==> config.mk <==
export PLATFORM = sky130hd
export DESIGN_NAME = frame_counter_digit_overlay_flat
export DESIGN_NICKNAME = d
export VERILOG_FILES = /design/src/rtl/fcdo_pkg.sv /design/src/rtl/fcdo_req_if.sv /design/src/rtl/fcdo_rsp_if.sv /design/src/rtl/fcdo_csr.sv /design/src/rtl/fcdo_raster.sv /design/src/rtl/fcdo_render.sv /design/src/rtl/frame_counter_digit_overlay.sv /design/src/flat_wrapper.sv
export SDC_FILE = /design/constraint.sdc
export NUM_CORES = 1
export LEC_CHECK = 0
export ABC_AREA = 1
export BUFFER_PORTS_ARGS = -buffer_cell sky130_fd_sc_hd__buf_2
export CORE_ASPECT_RATIO = 0.9
export CORE_UTILIZATION = 35
export DETAILED_ROUTE_END_ITERATION = 8
export PLACE_DENSITY = 0.56
export SYNTH_ARGS = -nofsm -noshare
export SYNTH_HDL_FRONTEND = slang
export SYNTH_SLANG_ARGS = --single-unit
==> constraint.sdc <==
create_clock -name clock -period 11.45 [get_ports clock]
set_clock_uncertainty 0.1 [all_clocks]
set_input_delay 1.145 -clock clock [delete_from_list [all_inputs] [get_ports clock]]
set_output_delay 1.145 -clock clock [all_outputs]
set_load 0.05 [all_outputs]
==> src/rtl/fcdo_pkg.sv <==
// Shared types, constants and the digit font for the frame counter overlay.
// No dependencies; the other files that use it refer to it by scoped names.

package fcdo_pkg;

   localparam int unsigned ORIGIN_X    = 10;
   localparam int unsigned ORIGIN_Y    = 10;
   localparam int unsigned GLYPH_W     = 4;
   localparam int unsigned GLYPH_H     = 5;
   localparam int unsigned GLYPH_PITCH = 5;
   localparam int unsigned MAX_DIM     = 4096;
   localparam int unsigned DIM_BITS    = 13;
   localparam int unsigned POS_BITS    = 12;
   localparam int unsigned CSR_ADDR_W  = 3;
   localparam int unsigned CSR_DATA_W  = 32;

   localparam logic [3:0]          BCD_MAX          = 4'd9;
   localparam logic [DIM_BITS-1:0] WIDTH_RESET_VAL  = 13'd640;
   localparam logic [DIM_BITS-1:0] HEIGHT_RESET_VAL = 13'd480;

   typedef enum logic {
      REG_FRAME_WIDTH  = 1'b0,
      REG_FRAME_HEIGHT = 1'b1
   } reg_index_type;

   typedef struct packed {
      logic [DIM_BITS-1:0] frame_width;
      logic [DIM_BITS-1:0] frame_height;
   } cfg_type;

   // Where the current raster position falls relative to the digit field.
   typedef struct packed {
      logic       row_hit;    // row inside the glyph band
      logic [2:0] cell_y;     // glyph row, valid with row_hit
      logic       col_hit;    // column on a glyph cell (not a gap)
      logic [1:0] cell_x;     // glyph column, valid with col_hit
      logic [3:0] digit;      // BCD digit shown at this column
      logic       frame_end;  // current position is the last of the frame
   } pos_type;

   // 4x5 font, bit 3 of a row is the leftmost column. Non-decimal codes are blank.
   function automatic logic glyph_bit(input logic [3:0] digit, input logic [2:0] cy,
                                      input logic [1:0] cx);
      logic [19:0] rows;
      logic [3:0]  row;
      case (digit)
         4'd0: rows = 20'h69996;
         4'd1: rows = 20'h26222;
         4'd2: rows = 20'h6924F;
         4'd3: rows = 20'h69296;
         4'd4: rows = 20'h89F11;
         4'd5: rows = 20'hF861E;
         4'd6: rows = 20'h78E96;
         4'd7: rows = 20'hF1248;
         4'd8: rows = 20'h69696;
         4'd9: rows = 20'h6971E;
         default: rows = 20'h00000;
      endcase
      case (cy)
         3'd0: row = rows[19:16];
         3'd1: row = rows[15:12];
         3'd2: row = rows[11:8];
         3'd3: row = rows[7:4];
         3'd4: row = rows[3:0];
         default: row = 4'h0;
      endcase
      return row[~cx];
   endfunction

endpackage

==> src/rtl/fcdo_req_if.sv <==
// Input pixel channel: valid/ready handshake carrying one background pixel.
// Depends on nothing.

interface fcdo_req_if #(
   parameter int unsigned PIXEL_BITS = 8
);
   logic                  valid;
   logic                  ready;
   logic [PIXEL_BITS-1:0] bg_pixel;

   modport source (output valid, output bg_pixel, input ready);
   modport sink   (input valid, input bg_pixel, output ready);
endinterface

==> src/rtl/fcdo_rsp_if.sv <==
// Result pixel channel: valid/ready handshake carrying the overlaid pixel.
// Depends on nothing.

interface fcdo_rsp_if #(
   parameter int unsigned PIXEL_BITS = 8
);
   logic                  valid;
   logic                  ready;
   logic [PIXEL_BITS-1:0] out_pixel;
   logic                  frame_end;

   modport source (output valid, output out_pixel, output frame_end, input ready);
   modport sink   (input valid, input out_pixel, input frame_end, output ready);
endinterface

==> src/rtl/fcdo_csr.sv <==
// APB-style register file holding the frame width and height.
// Depends on fcdo_pkg.

module fcdo_csr (
   input  logic                                clock,
   input  logic                                reset,
   input  logic                                csr_psel,
   input  logic                                csr_penable,
   input  logic                                csr_pwrite,
   input  logic [fcdo_pkg::CSR_ADDR_W-1:0]     csr_paddr,
   input  logic [fcdo_pkg::CSR_DATA_W-1:0]     csr_pwdata,
   output logic [fcdo_pkg::CSR_DATA_W-1:0]     csr_prdata,
   output logic                                csr_pready,
   output fcdo_pkg::cfg_type                   cfg
);

   logic [fcdo_pkg::DIM_BITS-1:0] width_ff, width_in;
   logic [fcdo_pkg::DIM_BITS-1:0] height_ff, height_in;
   fcdo_pkg::reg_index_type       reg_sel;
   logic                          wr_en;

   assign reg_sel    = fcdo_pkg::reg_index_type'(csr_paddr[2]);
   assign wr_en      = csr_psel & csr_penable & csr_pwrite;
   assign csr_pready = 1'b1;

   always_comb begin
      width_in  = width_ff;
      height_in = height_ff;
      if (wr_en) begin
         case (reg_sel)
            fcdo_pkg::REG_FRAME_WIDTH:  width_in  = csr_pwdata[fcdo_pkg::DIM_BITS-1:0];
            fcdo_pkg::REG_FRAME_HEIGHT: height_in = csr_pwdata[fcdo_pkg::DIM_BITS-1:0];
            default: ;
         endcase
      end
   end

   always_comb begin
      case (reg_sel)
         fcdo_pkg::REG_FRAME_WIDTH:
            csr_prdata = {{(fcdo_pkg::CSR_DATA_W-fcdo_pkg::DIM_BITS){1'b0}}, width_ff};
         fcdo_pkg::REG_FRAME_HEIGHT:
            csr_prdata = {{(fcdo_pkg::CSR_DATA_W-fcdo_pkg::DIM_BITS){1'b0}}, height_ff};
         default: csr_prdata = '0;
      endcase
   end

   always_ff @(posedge clock) begin
      if (reset) begin
         width_ff  <= fcdo_pkg::WIDTH_RESET_VAL;
         height_ff <= fcdo_pkg::HEIGHT_RESET_VAL;
      end else begin
         width_ff  <= width_in;
         height_ff <= height_in;
      end
   end

   assign cfg.frame_width  = width_ff;
   assign cfg.frame_height = height_ff;

endmodule

==> src/rtl/fcdo_raster.sv <==
// Raster position tracking, digit-slot counters and the BCD frame counter.
// Depends on fcdo_pkg.

module fcdo_raster #(
   parameter int unsigned DIGIT_COUNT = 8
) (
   input  logic              clock,
   input  logic              reset,
   input  logic              advance,
   input  fcdo_pkg::cfg_type cfg,
   output fcdo_pkg::pos_type pos
);

   localparam int unsigned SLOT_BITS = $clog2(DIGIT_COUNT + 1);
   localparam int unsigned BCD_BITS  = 4 * DIGIT_COUNT;

   logic [fcdo_pkg::POS_BITS-1:0] column_ff, column_in;
   logic [fcdo_pkg::POS_BITS-1:0] row_ff, row_in;
   logic [2:0]                    cell_x_ff, cell_x_in;
   logic [SLOT_BITS-1:0]          slot_ff, slot_in;
   logic [BCD_BITS-1:0]           bcd_ff, bcd_in, bcd_inc;
   logic [DIGIT_COUNT:0]          carry;
   logic [fcdo_pkg::POS_BITS-1:0] width_lim, height_lim;
   logic                          line_end, frame_last, past_origin;
   logic [3:0]                    digit_sel;

   // Last valid index for a dimension: zero acts as one, oversize is clipped.
   function automatic logic [fcdo_pkg::POS_BITS-1:0] dim_limit(
         input logic [fcdo_pkg::DIM_BITS-1:0] v);
      logic [fcdo_pkg::DIM_BITS-1:0] lim;
      if (v == '0)
         lim = '0;
      else if (v > fcdo_pkg::DIM_BITS'(fcdo_pkg::MAX_DIM))
         lim = fcdo_pkg::DIM_BITS'(fcdo_pkg::MAX_DIM - 1);
      else
         lim = v - 1'b1;
      return lim[fcdo_pkg::POS_BITS-1:0];
   endfunction

   assign width_lim   = dim_limit(cfg.frame_width);
   assign height_lim  = dim_limit(cfg.frame_height);
   assign line_end    = column_ff >= width_lim;
   assign frame_last  = row_ff >= height_lim;
   assign past_origin = column_ff >= fcdo_pkg::POS_BITS'(fcdo_pkg::ORIGIN_X);

   always_comb begin
      digit_sel = '0;
      for (int k = 0; k < DIGIT_COUNT; k++) begin
         if (slot_ff == SLOT_BITS'(k))
            digit_sel = bcd_ff[4*(DIGIT_COUNT-1-k) +: 4];
      end
   end

   always_comb begin
      pos.row_hit   = (row_ff >= fcdo_pkg::POS_BITS'(fcdo_pkg::ORIGIN_Y)) &&
                      (row_ff < fcdo_pkg::POS_BITS'(fcdo_pkg::ORIGIN_Y + fcdo_pkg::GLYPH_H));
      pos.cell_y    = 3'(row_ff - fcdo_pkg::POS_BITS'(fcdo_pkg::ORIGIN_Y));
      pos.col_hit   = past_origin && (slot_ff < SLOT_BITS'(DIGIT_COUNT)) &&
                      (cell_x_ff < 3'(fcdo_pkg::GLYPH_W));
      pos.cell_x    = cell_x_ff[1:0];
      pos.digit     = digit_sel;
      pos.frame_end = line_end && frame_last;
   end

   // Ripple increment: a digit steps when every lower digit is at nine.
   always_comb begin
      carry[0] = 1'b1;
      for (int k = 0; k < DIGIT_COUNT; k++) begin
         carry[k+1] = carry[k] && (bcd_ff[4*k +: 4] >= fcdo_pkg::BCD_MAX);
         if (!carry[k])
            bcd_inc[4*k +: 4] = bcd_ff[4*k +: 4];
         else if (bcd_ff[4*k +: 4] >= fcdo_pkg::BCD_MAX)
            bcd_inc[4*k +: 4] = 4'd0;
         else
            bcd_inc[4*k +: 4] = bcd_ff[4*k +: 4] + 4'd1;
      end
   end

   always_comb begin
      column_in = column_ff;
      row_in    = row_ff;
      cell_x_in = cell_x_ff;
      slot_in   = slot_ff;
      bcd_in    = bcd_ff;
      if (advance) begin
         if (line_end) begin
            column_in = '0;
            cell_x_in = '0;
            slot_in   = '0;
            if (frame_last) begin
               row_in = '0;
               bcd_in = bcd_inc;
            end else begin
               row_in = row_ff + 1'b1;
            end
         end else begin
            column_in = column_ff + 1'b1;
            // cell_x/slot track (column - origin) mod pitch and div pitch
            if (past_origin) begin
               if (cell_x_ff == 3'(fcdo_pkg::GLYPH_PITCH - 1)) begin
                  cell_x_in = '0;
                  if (slot_ff < SLOT_BITS'(DIGIT_COUNT))
                     slot_in = slot_ff + 1'b1;
               end else begin
                  cell_x_in = cell_x_ff + 1'b1;
               end
            end
         end
      end
   end

   always_ff @(posedge clock) begin
      if (reset) begin
         column_ff <= '0;
         row_ff    <= '0;
         cell_x_ff <= '0;
         slot_ff   <= '0;
         bcd_ff    <= '0;
      end else begin
         column_ff <= column_in;
         row_ff    <= row_in;
         cell_x_ff <= cell_x_in;
         slot_ff   <= slot_in;
         bcd_ff    <= bcd_in;
      end
   end

endmodule

==> src/rtl/fcdo_render.sv <==
// Glyph lookup and result register with the output handshake.
// Depends on fcdo_pkg.

module fcdo_render #(
   parameter int unsigned PIXEL_BITS = 8
) (
   input  logic                  clock,
   input  logic                  reset,
   input  logic                  accept,
   input  logic [PIXEL_BITS-1:0] bg_pixel,
   input  fcdo_pkg::pos_type     pos,
   input  logic                  rsp_ready,
   output logic                  rsp_valid,
   output logic [PIXEL_BITS-1:0] out_pixel,
   output logic                  frame_end,
   output logic                  take_ready
);

   logic                  valid_ff, valid_in;
   logic [PIXEL_BITS-1:0] pixel_ff, pixel_in;
   logic                  end_ff, end_in;

   // A new pixel may enter when no result is held or the held result leaves in the same cycle.
   assign take_ready = !valid_ff || rsp_ready;

   always_comb begin
      if (pos.row_hit && pos.col_hit)
         pixel_in = fcdo_pkg::glyph_bit(pos.digit, pos.cell_y, pos.cell_x) ? '1 : '0;
      else
         pixel_in = bg_pixel;
      end_in = pos.frame_end;
   end

   always_comb begin
      valid_in = valid_ff;
      if (accept)
         valid_in = 1'b1;
      else if (rsp_ready)
         valid_in = 1'b0;
   end

   always_ff @(posedge clock) begin
      if (reset)
         valid_ff <= 1'b0;
      else
         valid_ff <= valid_in;
   end

   always_ff @(posedge clock) begin
      if (accept) begin
         pixel_ff <= pixel_in;
         end_ff   <= end_in;
      end
   end

   assign rsp_valid = valid_ff;
   assign out_pixel = pixel_ff;
   assign frame_end = end_ff;

endmodule

==> src/rtl/frame_counter_digit_overlay.sv <==
// Top level of the frame number overlay: registers, raster tracker, renderer.
// Depends on fcdo_pkg, fcdo_req_if, fcdo_rsp_if, fcdo_csr, fcdo_raster, fcdo_render.
//
//   port group  direction  handshake              payload
//   req_ch      in         valid/ready            bg_pixel
//   rsp_ch      out        valid/ready            out_pixel, frame_end
//   csr_*       in/out     psel/penable, pready   paddr, pwdata, prdata
//
// One pixel per clock while rsp_ch takes results: a transfer on req_ch yields its result
// in the next cycle, set by the single result register after the glyph lookup.
// req_ch stays ready while rsp_ch is idle or transfers in the same cycle; a
// stalled result holds and blocks only the next input.
// Synchronous reset clears position, frame count and the result valid;
// registers return to 640 x 480. Size writes are expected while idle.

module frame_counter_digit_overlay #(
   parameter int unsigned DIGIT_COUNT = 8,
   parameter int unsigned PIXEL_BITS  = 8
) (
   input  logic                            clock,
   input  logic                            reset,
   fcdo_req_if.sink                        req_ch,
   fcdo_rsp_if.source                      rsp_ch,
   input  logic                            csr_psel,
   input  logic                            csr_penable,
   input  logic                            csr_pwrite,
   input  logic [fcdo_pkg::CSR_ADDR_W-1:0] csr_paddr,
   input  logic [fcdo_pkg::CSR_DATA_W-1:0] csr_pwdata,
   output logic [fcdo_pkg::CSR_DATA_W-1:0] csr_prdata,
   output logic                            csr_pready
);

   fcdo_pkg::cfg_type cfg;
   fcdo_pkg::pos_type pos;
   logic              take_ready;
   logic              accept;

   assign req_ch.ready = take_ready;
   assign accept       = req_ch.valid && take_ready;

   fcdo_csr u_csr (
      .clock       (clock),
      .reset       (reset),
      .csr_psel    (csr_psel),
      .csr_penable (csr_penable),
      .csr_pwrite  (csr_pwrite),
      .csr_paddr   (csr_paddr),
      .csr_pwdata  (csr_pwdata),
      .csr_prdata  (csr_prdata),
      .csr_pready  (csr_pready),
      .cfg         (cfg)
   );

   fcdo_raster #(
      .DIGIT_COUNT (DIGIT_COUNT)
   ) u_raster (
      .clock   (clock),
      .reset   (reset),
      .advance (accept),
      .cfg     (cfg),
      .pos     (pos)
   );

   fcdo_render #(
      .PIXEL_BITS (PIXEL_BITS)
   ) u_render (
      .clock      (clock),
      .reset      (reset),
      .accept     (accept),
      .bg_pixel   (req_ch.bg_pixel),
      .pos        (pos),
      .rsp_ready  (rsp_ch.ready),
      .rsp_valid  (rsp_ch.valid),
      .out_pixel  (rsp_ch.out_pixel),
      .frame_end  (rsp_ch.frame_end),
      .take_ready (take_ready)
   );

`ifndef SYNTHESIS
   // Every accepted pixel shows up as a result in the next cycle.
   a_result_follows: assert property (@(posedge clock) disable iff (reset)
      accept |=> rsp_ch.valid)
      else $error("accepted pixel produced no result");

   // A frame restarts at the origin, which lies outside the digit field.
   a_frame_restart: assert property (@(posedge clock) disable iff (reset)
      (accept && pos.frame_end) |=> !pos.row_hit && !pos.col_hit)
      else $error("frame did not restart at the origin");

   // The frame counter never holds a non-decimal digit.
   a_bcd_digit: assert property (@(posedge clock) disable iff (reset)
      pos.digit <= fcdo_pkg::BCD_MAX)
      else $error("frame counter digit out of range");
`endif

endmodule
==> src/flat_wrapper.sv <==
// flat-port wrapper written by rule: the top's interface ports become plain ports
module frame_counter_digit_overlay_flat 
#(
   parameter int unsigned DIGIT_COUNT = 8,
   parameter int unsigned PIXEL_BITS  = 8
)
  (clock, reset, csr_psel, csr_penable, csr_pwrite, csr_paddr, csr_pwdata, csr_prdata, csr_pready, req_ch_valid, req_ch_bg_pixel, req_ch_ready, rsp_ch_valid, rsp_ch_out_pixel, rsp_ch_frame_end, rsp_ch_ready);
  fcdo_req_if #(.PIXEL_BITS(PIXEL_BITS)) req_ch_i ();
  fcdo_rsp_if #(.PIXEL_BITS(PIXEL_BITS)) rsp_ch_i ();
  input  logic clock;
  input  logic reset;
  input  logic csr_psel;
  input  logic csr_penable;
  input  logic csr_pwrite;
  input  logic [fcdo_pkg::CSR_ADDR_W-1:0] csr_paddr;
  input  logic [fcdo_pkg::CSR_DATA_W-1:0] csr_pwdata;
  output logic [fcdo_pkg::CSR_DATA_W-1:0] csr_prdata;
  output logic csr_pready;
  input wire logic [$bits(req_ch_i.valid)-1:0] req_ch_valid;
  input wire logic [$bits(req_ch_i.bg_pixel)-1:0] req_ch_bg_pixel;
  output wire logic [$bits(req_ch_i.ready)-1:0] req_ch_ready;
  output wire logic [$bits(rsp_ch_i.valid)-1:0] rsp_ch_valid;
  output wire logic [$bits(rsp_ch_i.out_pixel)-1:0] rsp_ch_out_pixel;
  output wire logic [$bits(rsp_ch_i.frame_end)-1:0] rsp_ch_frame_end;
  input wire logic [$bits(rsp_ch_i.ready)-1:0] rsp_ch_ready;
  assign req_ch_i.valid = req_ch_valid;
  assign req_ch_i.bg_pixel = req_ch_bg_pixel;
  assign req_ch_ready = req_ch_i.ready;
  assign rsp_ch_valid = rsp_ch_i.valid;
  assign rsp_ch_out_pixel = rsp_ch_i.out_pixel;
  assign rsp_ch_frame_end = rsp_ch_i.frame_end;
  assign rsp_ch_i.ready = rsp_ch_ready;
  frame_counter_digit_overlay #(.DIGIT_COUNT(DIGIT_COUNT), .PIXEL_BITS(PIXEL_BITS)) u_core (.clock(clock), .reset(reset), .req_ch(req_ch_i), .rsp_ch(rsp_ch_i), .csr_psel(csr_psel), .csr_penable(csr_penable), .csr_pwrite(csr_pwrite), .csr_paddr(csr_paddr), .csr_pwdata(csr_pwdata), .csr_prdata(csr_prdata), .csr_pready(csr_pready));
endmodule
## Yosys cells after proc, flatten, opt, wreduce, memory -nomap -nowiden

Memories as Yosys holds them, arrays and structs flattened.
Index checks and enable logic that the tools add are counted.
W data, S select, Z words.

- Flip-flop bits (word level): 99
- Latch bits: 0
- Bits in writable memories: 0
- Memory bits (read-only): 320
- Input port bits: 50
- Output and inout port bits: 44
- Word-level logic and storage cells: 140
- Memories: 1

Memories:

| memory | depth | width | read ports | clocked after memory_dff | write ports | line | text |
|---|---|---|---|---|---|---|---|
| (name not given) | 16 | 20 | 1 | 0 | 0 | fcdo_pkg.sv:46 | `case (digit)` |

- Add/sub/neg operators: 15
- Multipliers: 0
- Divide/modulo/power cells: 0
- Order comparisons: 18
- Equal/unequal tests: 12
- Shifts and indexed selects: 0
- Muxes and demuxes: 38
- Bitwise operators: 4
- Reduce and logical (&&, ||, !) cells: 35

Operators with widths:

| cell | count |
|---|---|
| $mux W4 | 21 |
| $mux W12 | 6 |
| $pmux W32 S2 | 1 |
| $add A4 B1 Y4 const B | 9 |
| $ge A4 B4 Y1 const B | 8 |
| $reduce_and A4 Y1 | 8 |
| $gt A13 B13 Y1 const B | 2 |
| $logic_not A13 Y1 | 2 |
| $add A12 B1 Y12 const B | 2 |
| $ge A12 B12 Y1 | 2 |
| $ge A12 B4 Y1 const B | 2 |
| $sub A12 B1 Y12 const B | 2 |
| $pmux W4 S5 | 1 |
| $eq A4 B3 Y1 const B | 4 |
| $mux W8 | 2 |
| $logic_and A1 B1 Y1 | 12 |
| $lt A12 B4 Y1 const B | 1 |
| $mux W3 | 3 |
| $eq A4 B2 Y1 const B | 2 |
| $reduce_and A2 Y1 | 4 |
| $reduce_bool A2 Y1 | 4 |
| $eq A3 B2 Y1 const B | 2 |
| $eq A3 B3 Y1 const B | 2 |
| $eq A4 B1 Y1 const B | 1 |
| 16 further kinds | 19 |

## Depth between registers and ports, before layout

Gate-level depths: netlist of run 1.
An unclocked memory read counts as a cell.

- Depth after elaboration: 16
- Depth in mapped cells: 31
- Depth with buffers taken out: 31

## Cells and area by module

Synthesis of run 1 repeated with hierarchy kept, for this count alone.

- Cells, all modules: 1194
- Area, all modules: 7666.1 um^2

Modules (own cells, without submodules):

| module | times used | cells each | area an instance (um^2) | seq. area each (um^2) |
|---|---|---|---|---|
| fcdo_raster | 1 | 836 | 5348.9 | 1261.2 |
| fcdo_csr | 1 | 218 | 1407.6 | 520.5 |
| fcdo_render | 1 | 138 | 902.1 | 290.3 |
| frame_counter_digit_overlay | 1 | 2 | 7.5 | 0.0 |

## Worst setup path after synthesis of run 1

No wires, ideal clock.

- Path kind: input to output
- Start point: input csr_paddr[2] (netlist bit)
- End point: output csr_prdata[10] (netlist bit)
- Data arrival time: 2.584 ns
- Required time: 10.205 ns
- Setup slack: 7.621 ns
- Stages: 3
- Path buffers: 2
- Cell sequence: clkbuf_1 > clkbuf_1 > o21ai_0

- Longest elaborated chain between the ends: 2

RTL lines:

| element | line | text |
|---|---|---|
| from (decl) | flat_wrapper.sv:15 | `input logic [fcdo_pkg::CSR_ADDR_W-1:0] csr_paddr;` |
| $not A1 Y1 | n/a |  |
| $pmux W32 S2 * | fcdo_csr.sv:39 | `case (reg_sel)` |
| to (decl) | flat_wrapper.sv:17 | `output logic [fcdo_pkg::CSR_DATA_W-1:0] csr_prdata;` |

Mark *: on every way between the ends. The rest lies on a longest branch, timed or not. The select of a mux whose other input is x is not followed.

## Final worst setup path of run 1

- Start point: register u_core.u_csr.width_ff[0] (netlist bit)
- End point: register u_core.u_raster.cell_x_ff[1]

- Longest elaborated chain between the ends: 6
- Elaborated cells between the ends (all ways): 9
- Classes of those cells: add/sub (1); order compare (2); mux (3); reduce/logical (3)

RTL lines:

| element | line | text |
|---|---|---|
| from (decl) | fcdo_csr.sv:17 | `logic [fcdo_pkg::DIM_BITS-1:0] width_ff, width_in;` |
| from (signal assigned) | fcdo_csr.sv:50 | `width_ff <= fcdo_pkg::WIDTH_RESET_VAL;` |
| from (signal assigned) | fcdo_csr.sv:53 | `width_ff <= width_in;` |
| $sub A12 B1 Y12 / $gt A13 B13 Y1 (equally long branches) | fcdo_raster.sv:36, fcdo_raster.sv:33 |  |
| $mux W12 | fcdo_raster.sv:33 | `else if (v > fcdo_pkg::DIM_BITS'(fcdo_pkg::MAX_DIM))` |
| $mux W12 * | fcdo_raster.sv:31 | `if (v == '0)` |
| $ge A12 B12 Y1 * | fcdo_raster.sv:42 | `assign line_end = column_ff >= width_lim;` |
| $reduce_bool A2 Y1 (no source line) | n/a |  |
| $reduce_and A2 Y1 (no source line) | n/a |  |
| to (signal assigned) | fcdo_raster.sv:122 | `cell_x_ff <= cell_x_in;` |
| to (decl) | fcdo_raster.sv:19 | `logic [2:0] cell_x_ff, cell_x_in;` |

Mark *: on every way between the ends. The rest lies on a longest branch, timed or not.
A chain may end at the register's enable or synchronous reset.

==> run metrics, run 1 <==
run status finished, final reports clean; XOR/XNOR share of the synthesized area 2.254%; vias per cell 4.802; initial antenna violation count 0; Critical Path Start Type register; multiplexer share of the synthesized area 0%; Worst Tran Pin Value 0.6780 ns; share of layout cells above drive strength 1 9.176%; Placed Area 7425 um^2; Final Hold Fails 0; total global-route track usage 16.88%; Seq/Total Area, Yosys 29.62%; maxcap violations 0; Critical Path AT 4.82 ns; area fraction of the dominant cell type after synthesis 25.76%; Final Setup Violations 0; FF-to-FF setup slack 6.79 ns; first-pass GRT wire length 27.59 mm; Slew Limit Fails 0; wire per inst 12.41 um; Final Cell Area 7697 um^2; Hold Crit Start u_core.u_raster.bcd_ff[27]; Mapped Area 6994 um^2; Residual DRC 0; register area 2072 um^2; H-tree depth 3; DIE AREA 20,550 um^2; FF-to-FF Start u_core.u_csr.width_ff[0]; Post-synth EDFFs 9; post-synthesis adder-cell area fraction 12.70%; hold depth 2; number of fill cells 2,137; # rows 48; post-synthesis register bit count 99; worst reg-to-reg path cell count 26; Num CTS Buffers 9; Rel. slew slack 54.63%; setup_tns 0 ns; I/O Pins 94; Initial DRC Count 460; post-cts sizing count 0; number of port buffers 52; top post-synthesis cells by area dfxtp_1 26%, ha_1 13%, nand2_1 11%; average size of a mapped cell 6.877 um^2; Power Density 96.31 nW/um^2; Cell variety after synth 47; Critical Path Fanout Max 14; CTS tree built; Lkg Pwr 3.423 nW; Hold Buf Count CTS 0; worst hold slack 0.3751 ns; post-synthesis simple-gate area fraction 29.12%; Starting Density 36.06%; die height 136.1 um; die width 151.0 um; hpwl dp 12.86 mm; worst hold path endpoint u_core.u_raster.bcd_ff[27]; Crit Path Category register to register; ys async rst share 0%; routability cong. 0.8714; CORE AREA 19,400 um^2; Compound-Gate Fraction of Synth Area 15.03%; vias in the first global route 5,663; period utilization 40.67%; area leader, netlist dfxtp_1; Nets 1,185; gr ovfl total 0; Max Freq 214.7 MHz; Layout area overhead 10.05%; Root Buffer clkbuf_16; Setup Buffers After CTS 0; Clock Path Buffers 2; RSZ-0062 raised after global routing no; Critical Path RT 11.61 ns; largest family of logic cells by synthesized area simple AND/OR/NAND/NOR gates; post-route ant nets 0; Post-Route WL 16.35 mm; Peak VDD IR 0.00006156 V; largest net degree at the start of global routing 36; Pre-antenna DRT Iters 5; yosys synthesis warning count 0; clock sink total 99; area of the multi-input gates 4209 um^2; Crit. End Element register; Synth Instances 1,017; worst-skew pair later-pin latency 0.35 ns; Critical R2R Capture u_core.u_raster.cell_x_ff[1]; clock slew at reported path FFs 0.07 ns; Ant. Diodes 0; Via Count 6,329; final period demand of the worst path 4.657 ns; predominant post-synthesis flop cell dfxtp_1; Hold Path Class register to register
## layout make-up
cell class / instances / share of cell area [%]
multi-input cells: 752 / 54.68
clock buffers: 14 / 3.446
repair buffers: 54 / 3.576
clock inverters: 1 / 0.09753
well taps: 250 / 4.064
flip-flops and latches: 99 / 26.92
inverters: 148 / 7.217
## cell usage in the layout (no fill, tap or decap), drive strengths merged, types with 14 or more instances in the layout
| cell type | synthesis | final |
|---|---|---|
| buf | 23 | 54 |
| clkbuf | 13 | 14 |
| o21ai | 86 | 86 |
| inv | 147 | 147 |
| dfxtp | 90 | 90 |
| nor2 | 108 | 108 |
| a21oi | 74 | 74 |
| conb | 2 | 20 |
| ha | 71 | 71 |
| nand2 | 222 | 222 |
| nand4 | 16 | 16 |
| nor3 | 26 | 26 |
| nand3 | 53 | 53 |
## flip-flops by register name, summed over array words and instances, names as in the netlist
signal / cells
u_core.u_raster.bcd_ff: 32
u_core.u_csr.height_ff: 13
u_core.u_csr.width_ff: 13
u_core.u_raster.column_ff: 12
u_core.u_raster.row_ff: 12
u_core.u_render.out_pixel: 8
u_core.u_raster.slot_ff: 4
u_core.u_raster.cell_x_ff: 3
u_core.u_render.frame_end: 1
u_core.u_render.rsp_valid: 1
## metrics by stage
stage	cells	util [%]	power (W)	worst slack, ns
2_1_floorplan	1035	-	0.0004415	7.621
3_3_place_gp	1303	38.27	0.0004586	6.722
3_5_place_dp	1303	38.27	0.0004593	6.752
4_1_cts	1318	39.68	0.0007504	6.754
5_1_grt	1318	39.68	0.0007732	6.211
6_report	1318	39.68	0.0007414	6.793
## cell families (layout without fill, tap and decap cells)
group,after synthesis,in the layout
buffers and inverters,184,217
AO/OA/AOI/OAI,192,192
flip-flops,99,99
other,2,20
AND/OR/NAND/NOR,451,451
XOR/XNOR,18,18
adder cells (fa/ha/maj),71,71
## layer usage
layer	GRT usage, %	up-vias	wire, um
met4	3.667	0	145
met2	24.29	92	6535
met5	0	-	0
li1	-	3385	-
met1	25.67	2843	9105
met3	2.987	9	567
## power breakdown
part	internal (W)	switching, W	total [W]
Sequential	0.000356	0.00000481	0.000360
Combinational	0.0000227	0.0000682	0.0000909
Clock	0.000160	0.000130	0.000290
Total	0.000538	0.000203	0.000741
## worst max-delay path, stage by stage, from the launching register on
cell and delay, ns:
dfxtp_1 0.33, inv_1 0.14, ha_1 0.18, inv_1 0.06, nor3_1 0.24, inv_1 0.09, nor2_1 0.18, inv_1 0.08
nor4_1 0.24, nand2_1 0.28, nand2_1 0.14, nand2_1 0.07, ha_1 0.26, o21ai_1 0.13, a21oi_1 0.07, o21ai_1 0.11
nand2_1 0.06, nand2_1 0.05, nand2_1 0.05, nand2_1 0.06, nand2_1 0.06, nand2_1 0.06, nand2_1 0.15, nand2_1 0.34
nand2_1 0.45, or2_1 0.40, a211oi_1 0.21
## synth_stat cells (2+ instances only)
master and count:
nand2_1 210, inv_1 144, nor2_1 100, dfxtp_1 90, o21ai_0 76, a21oi_1 71, ha_1 71, nand3_1 51
nor3_1 25, buf_4 22, nand4_1 16, clkbuf_1 13, xor2_1 13, edfxtp_1 9, nor4_1 9, o21ai_1 9
a31oi_1 8, nor3b_1 8, nand2_2 7, a211oi_1 6, a21boi_0 6, nor2_4 5, xnor2_1 5, nand2_4 4
o31ai_1 4, a21oi_2 3, and3_1 3, inv_2 3, nor2_2 3, conb_1 2, nand3_2 2, o22ai_1 2
or2_1 2, or3_1 2
## how the worst max path moves through the flow
| stage | startpoint | end | slack (ns) |
|---|---|---|---|
| after floorplan | csr_paddr[2] | csr_prdata[10] | 7.62 |
| after CTS | u_core.u_csr.width_ff[0] | u_core.u_raster.cell_x_ff[1] | 6.75 |
| final | u_core.u_csr.width_ff[0] | u_core.u_raster.cell_x_ff[1] | 6.79 |
| after detailed placement | u_core.u_csr.width_ff[0] | u_core.u_raster.cell_x_ff[1] | 6.75 |
| after global placement | u_core.u_csr.width_ff[0] | u_core.u_raster.cell_x_ff[1] | 6.72 |
| after global routing | u_core.u_csr.width_ff[0] | u_core.u_raster.cell_x_ff[1] | 6.21 |
Power figures use the tool's default switching activity.
==> run 2, diff against run 1 <==
--- a/config.mk
+++ b/config.mk
@@ -5,7 +5,7 @@
 export SDC_FILE = /design/constraint.sdc
 export NUM_CORES = 1
 export LEC_CHECK = 0
-export ABC_AREA = 1
+export ABC_AREA = 0
 export BUFFER_PORTS_ARGS = -buffer_cell sky130_fd_sc_hd__buf_2
 export CORE_ASPECT_RATIO = 0.9
 export CORE_UTILIZATION = 35
==> constraint.sdc (replaced) <==
create_clock -name clock -period 4.8 [get_ports clock]
set_clock_uncertainty 0.1 [all_clocks]
set_input_delay 0.48 -clock clock [delete_from_list [all_inputs] [get_ports clock]]
set_output_delay 0.48 -clock clock [all_outputs]
set_load 0.05 [all_outputs]
==> run metrics, run 2 <==
run status complete, but fails checks; failing checks DRC; share of layout cells above drive strength 1 13.77%; area leader, netlist dfxtp_1; Residual DRC 6; Final Setup Violations 0; register area 2072 um^2; Synth Instances 889; synth cell count leaders 111 x nand2_1, 90 x dfxtp_1, 85 x nor2_1; post-route ant nets 0; routability cong. 0.8934; most common cell after layout, fill and taps aside nand2_1; die width 152.6 um; pre-CTS setup slack 0.1593 ns; Initial DRC Count 363; Post-Route WL 18.11 mm; Starting Density 35.73%; predominant post-synthesis flop cell dfxtp_1; CTS tree built; Crit Path Category register to register; first-pass GRT wire length 29.84 mm; I/O Pins 94; top flop regs u_core.u_raster.bcd_ff (32), u_core.u_csr.height_ff (13), u_core.u_csr.width_ff (13); Mapped Area 7142 um^2; Root Buffer clkbuf_16; Cell variety after synth 81; wire per inst 15.20 um; maxcap violations 0; Peak VDD IR 0.0001302 V; Reg with most FFs u_core.u_raster.bcd_ff; Nets 1,053; Rel. slew slack 39.48%; largest net degree at the start of global routing 45; gr ovfl total 0; vias in the first global route 5,727; Power Density 236.0 nW/um^2; # rows 49; DIE AREA 20,980 um^2; commonest cells after routing, fill and taps aside 110 x nand2_1, 90 x dfxtp_1, 85 x nor2_1, 71 x ha_1, 60 x a21oi_1; PnR worst setup slack 0.2434 ns; total global-route track usage 17.72%; area of the multi-input gates 4712 um^2; Worst Tran Pin Value 0.8994 ns; Seq/Total Area, Yosys 29.01%; Crit. End Element register; Slew Limit Fails 0; number of fill cells 2,065; vias per cell 5.326; Num CTS Buffers 9; Clock Path Buffers 2; worst hold slack 0.2597 ns; crit path buf inv count 3; slowest stage cell, crit path or4_4; Ant. Diodes 0; crit-path max cell delay 0.47 ns; final period demand of the worst path 4.557 ns; Final Hold Fails 0; Critical Path Fanout Max 20; Pre-antenna DRT Iters 7; clock sink total 99; Critical Path AT 4.71 ns; Largest register FFs 32; Placed Cells 1,173; clock slew at reported path FFs 0.07 ns; average size of a mapped cell 8.034 um^2; setup_tns 0 ns; period utilization 94.93%; top post-synthesis cells by area dfxtp_1 25%, ha_1 12%, nand2_1 5.8%; Layout area overhead 12.30%; die height 137.5 um; count leader, synth nand2_1; number of port buffers 52; non-filler cells, final 1,192; yosys synthesis warning count 0; Post-synth EDFFs 9; RSZ-0062 raised after global routing yes; area fraction of the dominant cell type after synthesis 25.23%; H-tree depth 3; ys async rst share 0%; Lkg Pwr 3.136 nW; CORE AREA 19,990 um^2; Critical Path RT 4.95 ns; Crit path max-delay family simple AND/OR/NAND/NOR gates; Hold Path Class primary input to register; Max Freq 219.5 MHz; Via Count 6,349; worst-skew pair later-pin latency 0.36 ns; post-synthesis register bit count 99; hpwl dp 13.29 mm; Critical Path Start Type register; crit-path cells inv_1 -> ha_1 -> nand2_1 -> or3_4 -> or4_4 -> or4_4 -> inv_4 -> nand2_4 -> a21oi_2 -> ha_1 -> and3_1 -> a221o_1 -> a221oi_4 -> o21a_1 -> buf_12 -> nor4_4 -> a41o_1 -> and3_1; initial antenna violation count 0
-- run 2: cell families (layout without fill, tap and decap cells) --
logic type / after synthesis / after routing / synth area share (%)
DFF: 99 / 99 / 29.01
xor gates and xnor gates: 36 / 36 / 4.415
other: 2 / 20 / 0.1052
and+or+nand+nor: 369 / 369 / 26.21
muxes: 23 / 23 / 3.399
AOI/OAI and AO/OA: 184 / 184 / 17.55
adders and majority gates: 72 / 72 / 12.58
buffers and inverters: 104 / 134 / 6.727
-- run 2: final cells by class --
| cell class | count | share of cell area [%] |
|---|---|---|
| multi-input combinational | 704 | 58.75 |
| clock buffer | 9 | 2.808 |
| clock inverter | 7 | 1.357 |
| inverter | 50 | 2.371 |
| timing repair buffer | 68 | 4.899 |
| tap | 255 | 3.978 |
| sequential | 99 | 25.83 |
-- run 2: what timing repair did --
item                                    4_1_cts  5_1_grt
buffers inserted                              0        3
endpoints found under the setup margin        0       37
endpoints found under the hold margin         0        0
gates resized for setup                       0       12
hold buffers                                  0        0
-- run 2: power breakdown --
group | internal (W) | switching, W | total, W | leakage [nW]
logic | 0.0000566 | 0.000148 | 0.000205 | 2.16
clock network | 0.000469 | 0.000361 | 0.000830 | 0.164
registers | 0.000845 | 0.0000128 | 0.000858 | 0.814
total | 0.00137 | 0.000522 | 0.00189 | 3.14
-- run 2: per-layer routing --
layer  GRT usage [%]  part of all wire [%]
met1           26.14                    52
met5               0                     0
met4           4.321                  0.95
met2           26.38                    42
met3           3.146                   5.2
-- run 2: worst paths after layout --
path	endpoint	depth (start not counted)	from	slack (ns)
setup / recovery	u_core.u_raster.bcd_ff[27]	18	u_core.u_csr.width_ff[0]	0.24
hold / removal	u_core.u_csr.height_ff[8]	3	csr_pwdata[8]	0.26
setup reg to reg	u_core.u_raster.bcd_ff[27]	18	u_core.u_csr.width_ff[0]	0.24
hold reg to reg	u_core.u_csr.width_ff[1]	2	u_core.u_csr.width_ff[1]	0.39
-- run 2: through the flow --
step / total power [W] / area [um^2] / util, %
after global placement: 0.001079 / 7607 / 38.06
after CTS: 0.001911 / 7941 / 39.73
after global routing: 0.001967 / 8020 / 40.13
final: 0.001892 / 8020 / 40.13
after detailed placement: 0.001080 / 7607 / 38.06
after floorplan: 0.001040 / 7209 / -
-- run 2: worst register-to-register path: stages (launching register included) --
cell	delay (ns)
dfxtp_1	0.33
inv_1	0.08
ha_1	0.18
nand2_1	0.09
or3_4	0.36
or4_4	0.45
or4_4	0.47
inv_4	0.11
nand2_4	0.09
a21oi_2	0.17
ha_1	0.24
and3_1	0.19
a221o_1	0.38
a221oi_4	0.30
o21a_1	0.22
buf_12	0.18
nor4_4	0.11
a41o_1	0.25
and3_1	0.15
